--- src/rtl/tpep_pkg.sv ---
// shared types, constants and a helper function of the timed pin event player
// no dependencies; imported by the controller, the datapath and the top level
`default_nettype none

package tpep_pkg;

    localparam int TABLE_DEPTH_DEF = 64;
    localparam int MAX_OUT         = 64;
    localparam int OUT_CNT_W       = $clog2(MAX_OUT + 1);
    localparam int CFG_IDX_W       = 3;
    localparam int CFG_DATA_W      = 32;
    localparam logic [31:0] TIME_MAX = 32'hFFFF_FFFF;
    localparam logic [1:0]  ANALOG_CODE_RST = 2'd3;

    localparam logic [CFG_IDX_W-1:0] CFG_ANALOG = 3'd0;
    localparam logic [CFG_IDX_W-1:0] CFG_INIT0  = 3'd1;
    localparam logic [CFG_IDX_W-1:0] CFG_INIT1  = 3'd2;
    localparam logic [CFG_IDX_W-1:0] CFG_INIT2  = 3'd3;
    localparam logic [CFG_IDX_W-1:0] CFG_INIT3  = 3'd4;

    typedef enum logic [1:0] {
        ST_LOADED = 2'd0,
        ST_FULL   = 2'd1,
        ST_LATE   = 2'd2,
        ST_UPDATE = 2'd3
    } status_t;

    typedef enum logic [2:0] {
        S_IDLE,
        S_LD_RD,
        S_LD_CMP,
        S_RESP,
        S_PL_RD,
        S_PL_CMP,
        S_PL_END
    } state_t;

    // one stored event
    typedef struct packed {
        logic [31:0] ev_time;
        logic [1:0]  ev_field;
        logic [4:0]  ev_pin;
        logic [15:0] ev_value;
    } evt_entry_t;

    typedef struct packed {
        logic    capture;
        logic    ld_init;
        logic    rd_ld;
        logic    shift;
        logic    wr_new;
        logic    set_resp;
        status_t resp;
        logic    emit_resp;
        logic    tick_start;
        logic    rd_pl;
        logic    play;
        logic    emit_pend;
        logic    emit_last;
        logic    time_inc;
    } cmd_t;

    typedef struct packed {
        logic started;
        logic full;
        logic j_zero;
        logic ld_ge;
        logic pos_ok;
        logic n_ok;
        logic due;
        logic pend_valid;
        logic out_free;
    } sts_t;

    // index of the lowest set bit, zero for an empty mask
    function automatic logic [4:0] lowest_pin(input logic [31:0] mask);
        logic [4:0] idx;
        idx = '0;
        for (int i = 31; i >= 0; i--)
        begin
            if (mask[i])
            begin
                idx = 5'(i);
            end
        end
        return idx;
    endfunction

endpackage

`default_nettype wire

--- src/rtl/tpep_ctrl.sv ---
// sequencer of the timed pin event player: sorted insert and tick playback
// depends on tpep_pkg; drives tpep_dpath through cmd_t and reads sts_t
`default_nettype none

module tpep_ctrl
    import tpep_pkg::*;
(
    input  wire logic clk,
    input  wire logic rst_n,
    input  wire logic in_valid,
    input  wire logic action,
    input  wire sts_t sts,
    output logic      in_stall,
    output cmd_t      cmd
);

    state_t state_reg;
    state_t state_next;

    always_ff @(posedge clk or negedge rst_n)
    begin
        if (!rst_n)
        begin
            state_reg <= S_IDLE;
        end
        else
        begin
            state_reg <= state_next;
        end
    end

    always_comb
    begin
        state_next = state_reg;
        cmd        = '0;
        cmd.resp   = ST_LOADED;
        in_stall   = 1'b1;
        case (state_reg)
            S_IDLE:
            begin
                in_stall = 1'b0;
                if (in_valid)
                begin
                    if (!action)
                    begin
                        cmd.capture  = 1'b1;
                        cmd.set_resp = 1'b1;
                        if (sts.started)
                        begin
                            cmd.resp   = ST_LATE;
                            state_next = S_RESP;
                        end
                        else if (sts.full)
                        begin
                            cmd.resp   = ST_FULL;
                            state_next = S_RESP;
                        end
                        else
                        begin
                            cmd.resp    = ST_LOADED;
                            cmd.ld_init = 1'b1;
                            state_next  = S_LD_RD;
                        end
                    end
                    else
                    begin
                        cmd.tick_start = 1'b1;
                        state_next     = S_PL_RD;
                    end
                end
            end
            S_LD_RD:
            begin
                if (sts.j_zero)
                begin
                    cmd.wr_new = 1'b1;
                    state_next = S_RESP;
                end
                else
                begin
                    cmd.rd_ld  = 1'b1;
                    state_next = S_LD_CMP;
                end
            end
            S_LD_CMP:
            begin
                // entries at or after the new time move up one slot
                if (sts.ld_ge)
                begin
                    cmd.shift  = 1'b1;
                    state_next = S_LD_RD;
                end
                else
                begin
                    cmd.wr_new = 1'b1;
                    state_next = S_RESP;
                end
            end
            S_RESP:
            begin
                if (sts.out_free)
                begin
                    cmd.emit_resp = 1'b1;
                    state_next    = S_IDLE;
                end
            end
            S_PL_RD:
            begin
                if (sts.n_ok && sts.pos_ok)
                begin
                    cmd.rd_pl  = 1'b1;
                    state_next = S_PL_CMP;
                end
                else
                begin
                    state_next = S_PL_END;
                end
            end
            S_PL_CMP:
            begin
                // the held result goes out only once we know another follows
                if (sts.due)
                begin
                    if (!sts.pend_valid || sts.out_free)
                    begin
                        cmd.play      = 1'b1;
                        cmd.emit_pend = sts.pend_valid;
                        state_next    = S_PL_RD;
                    end
                end
                else
                begin
                    state_next = S_PL_END;
                end
            end
            S_PL_END:
            begin
                if (sts.pend_valid)
                begin
                    if (sts.out_free)
                    begin
                        cmd.emit_pend = 1'b1;
                        cmd.emit_last = 1'b1;
                        cmd.time_inc  = 1'b1;
                        state_next    = S_IDLE;
                    end
                end
                else
                begin
                    cmd.time_inc = 1'b1;
                    state_next   = S_IDLE;
                end
            end
            default:
            begin
                state_next = S_IDLE;
            end
        endcase
    end

endmodule

`default_nettype wire

--- config.mk ---
export PLATFORM = sky130hd
export DESIGN_NAME = tpep_ctrl
export DESIGN_NICKNAME = d
export VERILOG_FILES = /design/src/rtl/tpep_pkg.sv /design/src/rtl/tpep_ctrl.sv
export SDC_FILE = /design/constraint.sdc
export NUM_CORES = 1
export LEC_CHECK = 0
export BUFFER_PORTS_ARGS = -buffer_cell sky130_fd_sc_hd__clkbuf_2
export CORE_AREA = 2 2 39 41
export CTS_CLUSTER_DIAMETER = 80
export CTS_CLUSTER_SIZE = 20
export DETAILED_ROUTE_END_ITERATION = 12
export DIE_AREA = 0 0 41 43
export GPL_TIMING_DRIVEN = 0
export PLACE_DENSITY_LB_ADDON = 0.12
export SLEW_MARGIN = 20
export SYNTH_ARGS = -nofsm -noshare
export SYNTH_HDL_FRONTEND = slang
export SYNTH_SLANG_ARGS = --single-unit
--- constraint.sdc ---
create_clock -name clk -period 2.2 [get_ports clk]
set_input_delay 0 -clock clk [delete_from_list [all_inputs] [get_ports clk]]
set_output_delay 0 -clock clk [all_outputs]
set_load 0.01 [all_outputs]
After elaboration in Yosys (flattened, before gate mapping). Cells that the tools add are included.

Multiplexer cells: 45. Eq/ne operators: 8. Reduce and logical (&&, ||, !) cells: 5.

Operator list (count): $mux 3 (10); $mux 2 (12); $pmux 3 s7 (1); $mux 1 (20); $eq 3x3->1 const B (3); $eq 3x2->1 const B (2); $pmux 1 s2 (2); $eq 3x1->1 const B (1); $logic_not 3->1 (1); $ne 3x3->1 const B (1); $ne 2x2->1 const B (1); $reduce_and 2->1 (1); $logic_and 1x1->1 (1); $logic_not 1->1 (1); $logic_or 1x1->1 (1).

Output and inout port bits: 16. Input bits: 13. Flip-flop bits (word level): 3. Logic and storage cells: 59.

Depth between registers and ports, before layout. Gate-level depths: netlist of the first run.

Depth in word-level cells: 5. Gate-level depth with buffers: 5. Mapped depth without buffers: 4.

Least setup slack after synthesis of the first run. No wires, ideal clock.

Kind: reg2out. From: register state_reg[1]. To: output port cmd[13] (netlist name). Path buffers: 1. Stages on the path, launching flop included: 5. Required time: 2.200 ns. Setup slack: 0.632 ns. Arrival time: 1.568 ns. Cell sequence: dfrtp_1 > buf_6 > or3_4 > or3b_4 > nor3_1.

RTL lines: start: declaration (line tpep_ctrl.sv:17) `state_t state_reg;`; start signal: assignment (line tpep_ctrl.sv:28) `state_reg <= state_next;`; end: declaration (line tpep_ctrl.sv:14) `output cmd_t cmd`.

==> results.cfg, run 1 <==
[run_status]
status = completed

[grt]
overflow = 0
grt_pass1_vias = 406
grt_max_degree = 11
track_usage_pct = 12.3
grt_pass1_wl_um = 1530
antenna_found_initial = 0

[synthesis]
synthesis.area_um2 = 417
yosysWarnings = 0
yosys.area.top_type = dfrtp_1
synth_top_area_share_pct = 18.0
netlist_top_cells_area = dfrtp_1 18%, nor2_1 8.1%, a21oi_1 6.0%
ys_types = 30
synth_most_common_cell = nor2_1
mappedNetlistNets = 74
syn-instance-count = 61
async_flop_share_pct = 100
synth_edf_count = 0
syn_area_per_cell_um2 = 6.83
ys_seq_area_share_pct = 18.0
yosys_most_used_dff = dfrtp_1
synth_seq_cells = 3
synth_common_cells = 9 x nor2_1, 5 x a21oi_1, 5 x nand2_1, 5 x nand3_1, 4 x o21ai_0

[timing]
period_minus_slack_ps = 1860
finalSetupViolations = 0
slew-limit-headroom_pct = 72.8
worstMarginPinSlew_ps = 408
period_share_pct = 84.5
slew_viol_final = 0
setup-tns-final_ps = 0
hold_violations = 0
finClkSkew_ps = 2.51
rsz0062_at_grt = no
fmaxAchievable_mhz = 538

[final_layout]
drive_gt1_share_pct = 42.6
n_antenna_cell = 0
largest_reg_flops = 3
area_growth_pct = 47.1
stdcell_area_um2 = 613
fin_nets = 108
utilization_pct = 44.3

[worst_setup_path]
rr_startpoint = state_reg[2]
start_kind = register
endpoint_kind = primary output
r2r_cells = 4
required_ps = 2200
crit_type = reg -> out
timing.rr.end = state_reg[1]
cp_max_fo = 9
cp.arrival_ps = 1860
r2r_slack_ps = 700

[detailed_routing]
drc = 0
vias = 539
totalWireLength_um = 1100
drt_iter0_drc = 10
drtAntennaViolNets = 0
first_pass_iters = 4
vias_per_cell = 4.90
post_drt_wl_per_cell_um = 9.97

[placed_design]
placed_cell_area_um2 = 577
io_buffers = 28
dp.final_hpwl_um = 875
gp_congestion = 0.806

[floorplan]
core_um2 = 1380
io_pins = 29
die_area_um2 = 1760
start_util_pct = 30.1
die_w_um = 41
rows = 14
die_h_um = 43

[power]
peakVddDrop_v = 0.000489
power_density_nw_per_um2 = 1070
leakage_nw = 0.298
totalPowerFinal_mw = 0.654

[clocking]
clk_path_buf_depth = 2
cts_tree = done
post-cts-setup-buffers = 0
root_buffer = clkbuf_4
clock_latency_ps = 230
cts_max_level = 1
cts_num_sinks = 3
cts_buffers = 3
clk_pin_slew_ps = 40

[run]
drv_cap = 0

[min_path]
min_path_type = in -> async
## metal layers
layer	vias to the layer above	GRT usage, %	wire [µm]
met2	29	19.7	514
met3	0	0	86
met5	-	0	0
met1	225	16.3	496
met4	0	6.00	0
li1	285	-	-
## where the power goes
group | switching [mW] | internal (mW) | total, mW
sequential | 0.0207 | 0.0832 | 0.104
combinational | 0.258 | 0.194 | 0.452
clock | 0.0304 | 0.0681 | 0.0985
## cells in the final DEF, fill, tap and decap left out, drive strengths merged, types with 2 or more instances in the layout
master,instances
buf,2
nor2,9
o21ai,4
nand2,5
a21oi,5
dfrtp,3
nor3,3
inv,2
nor3b,4
nand3,5
clkbuf,35
or3,2
## metrics by stage
step | instances | hold slack (ps) | worst slack, ps
floorplan | 61 | -296 | 632
global placement | 105 | -204 | 590
detailed placement | 105 | -203 | 577
CTS | 110 | 92.5 | 326
global route | 110 | 120 | 261
finish | 110 | 94.3 | 342
## cell families (layout without fill, tap and decap cells)
group	count (synthesis)	after routing	synth area share [%]
AO/OA/AOI/OAI	15	15	22.5
buffers and inverters	7	40	9.01
flip-flops	3	3	18.0
AND/OR/NAND/NOR	36	36	50.5
## how the worst max path moves through the flow
stage	startpoint	to	slack [ps]	cells past startpoint
after CTS	state_reg[1]	cmd[13]	330	5
after global placement	state_reg[1]	cmd[8]	590	6
after global routing	state_reg[1]	cmd[13]	260	5
after detailed placement	state_reg[1]	cmd[13]	580	5
final	state_reg[1]	cmd[13]	340	5
after floorplan	state_reg[1]	cmd[13]	630	4
## final cells by class
type | count | area [µm²]
timing repair buffer | 29 | 150
fill | 154 | 771
buffer | 5 | 30.0
tap | 16 | 20.0
sequential | 3 | 75.1
clock buffer | 4 | 26.3
multi-input combinational | 51 | 304
inverter | 2 | 7.51
## worst max-delay path, cell delays in order (launching register included)
cell	delay [ps]
dfrtp_1	360
buf_6	130
or3_4	390
or3b_4	430
nor3_1	150
clkbuf_2	160
## what timing repair did
| item | 4_1_cts | 5_1_grt |
|---|---|---|
| hold endpoints to repair | 3 | 0 |
| hold buffers | 1 | 0 |
| resized for setup | 0 | 0 |
(Power assumes the default switching activity.)
==> run 2, diff against run 1 <==
Settings changed: ABC_AREA set to 1, CORE_AREA 2 2 39 41 to not set, CORE_MARGIN set to 2, CORE_UTILIZATION set to 36, DIE_AREA 0 0 41 43 to not set.
Clock period 2.2 ns to 1.6 ns, I/O delays scaled along.
==> run 2 against run 1 <==
Net effect: worst setup slack lost 160 ps; sequential cell count is the same; critical path depth rose by 3; synthesized area rose by 12%; critical path type unchanged.
==> results.cfg, run 2 <==
[run_status]
status = completed

[worst_setup_path]
crit_type = reg -> out
worstSetupPathDepth = 8
crit_chain = buf_6 -> nor2_4 -> nand2_4 -> clkinv_2 -> nand3_2 -> inv_1 -> buf_4 -> clkbuf_2
slowest_delay_ps = 370
start_kind = register
cp_max_fo = 8
crit_slowest_cell = dfrtp_1
cp_num_buf_inv = 5
endpoint_kind = primary output
r2r_slack_ps = 380
cp.arrival_ps = 1420
required_ps = 1600
r2r_cells = 8
critPathTopFamily = buffers and inverters

[timing]
setup-tns-final_ps = 0
slew-limit-headroom_pct = 85.2
worstMarginPinSlew_ps = 220
fmaxAchievable_mhz = 705
hold_violations = 0
finClkSkew_ps = 3.29
period_share_pct = 88.6
period_minus_slack_ps = 1420
setup_ws_ps = 182
rsz0062_at_grt = no
slew_viol_final = 0
finalSetupViolations = 0

[detailed_routing]
post_drt_wl_per_cell_um = 8.63
totalWireLength_um = 1120
drtAntennaViolNets = 0
first_pass_iters = 4
vias = 590
drc = 0
drt_iter0_drc = 6
vias_per_cell = 4.54

[grt]
antenna_found_initial = 0
grt_util_met1_pct = 20.8
grt_pass1_vias = 464
grt_max_degree = 11
track_usage_pct = 15.9
grt.busiest_layer = met2
overflow = 0
grt_pass1_wl_um = 1750
grt_util_met3_pct = 1.11
grtUsageMet2_pct = 24.2

[synthesis]
synth_edf_count = 0
async_flop_share_pct = 100
netlist_top_cells_area = dfrtp_1 16%, nand2_1 15%, nor2_1 13%
synth_seq_cells = 3
synthesis.area_um2 = 468
syn-instance-count = 83
mappedNetlistNets = 96
synth_common_cells = 19 x nand2_1, 16 x nor2_1, 12 x inv_1
synth_most_common_cell = nand2_1
yosys_most_used_dff = dfrtp_1
ys_types = 23
ys_seq_area_share_pct = 16.0
yosys.area.top_type = dfrtp_1
syn_area_per_cell_um2 = 5.64
synth_top_area_share_pct = 16.0
yosysWarnings = 0

[clocking]
cts_max_level = 1
cts_tree = done
cts_num_sinks = 3
cts-resized-gates = 0
clock_latency_ps = 230
cts_buffers = 3
root_buffer = clkbuf_4
clk_pin_slew_ps = 40
clk_path_buf_depth = 2

[min_path]
min_path_type = in -> async

[floorplan]
start_util_pct = 40.5
rows = 12
die_h_um = 40.1
die_w_um = 40.1
core_um2 = 1160
io_pins = 29
die_area_um2 = 1600

[final_layout]
fin_nets = 130
area_growth_pct = 41.4
nFillCells = 131
final_common_cell = clkbuf_2
largest_reg_flops = 3
final_cell_mix = 28 x clkbuf_2, 19 x nand2_1, 16 x nor2_1, 12 x inv_1, 7 x nand3_1
n_antenna_cell = 0
drive_gt1_share_pct = 42.2

[placed_design]
gp_congestion = 0.759
io_buffers = 28
dp.final_hpwl_um = 915
dp_slack_ps = 406

[power]
power_density_nw_per_um2 = 1430
leakage_nw = 0.425
peakVddDrop_v = 0.000576

[run]
drv_cap = 0
-- run 2: cell count changes after synthesis, sizes merged, moves of 2 or more --
cell	previous run	this run
nor2	9	20
a21oi	5	2
o21ai	4	2
clkbuf	3	0
inv	2	14
nand2	5	24
nand3	5	8
nor3b	4	0
or3	2	0
-- run 2: repair_timing --
item / in CTS / in global routing
buffers inserted: 0 / 0
hold buffers: 1 / 0
endpoints found under the setup margin: 0 / 0
hold endpoints to repair: 3 / 0
-- run 2: final cells by class --
cell class                      instances  area [µm²]  area share, %
Multi-Input combinational cell         62         312           47.1
Buffer                                  3        23.8           3.59
Inverter                               15        57.6           8.70
Sequential cell                         3        75.1           11.3
Timing Repair Buffer                   29         150           22.7
Clock buffer                            4        26.3           3.97
Tap cell                               14        17.5           2.65
-- run 2: path summary, 6_finish.rpt --
check	endpoint	from
max in group asynchronous	state_reg[2]	rst_n
min in group clk	state_reg[2]	action
worst min register to register	state_reg[2]	state_reg[2]
worst max register to register	state_reg[0]	state_reg[1]
worst min-delay path	state_reg[1]	rst_n
worst max-delay path	cmd[14]	state_reg[0]
-- run 2: routing by layer --
layer  vias up  part of all wire (%)
li1        318                     -
met1       260                    47
met2        12                    48
met3         0                   4.5
met4         0                     0
met5         -                     0
-- run 2: kinds of logic after synthesis --
logic type | after synthesis | synth area share, %
and+or+nand+nor | 57 | 59.9
buffers and inverters | 18 | 17.4
AOI/OAI and AO/OA | 5 | 6.68
DFF | 3 | 16.0
-- run 2: stage by stage --
step	util [%]	hold slack, ps	power (mW)	std cells	area [µm²]
floorplan	-	-296	0.649	83	468
global placement	54.1	-203	0.811	125	626
detailed placement	54.1	-202	0.815	125	626
CTS	57.3	87.8	0.959	130	662
global route	57.3	109	1.05	130	662
finish	57.3	104	0.944	130	662
-- run 2: report_power, final --
group / internal (mW) / switching (mW)
Sequential: 0.113 / 0.0316
Combinational: 0.250 / 0.417
Clock: 0.0935 / 0.0395
Total: 0.456 / 0.488
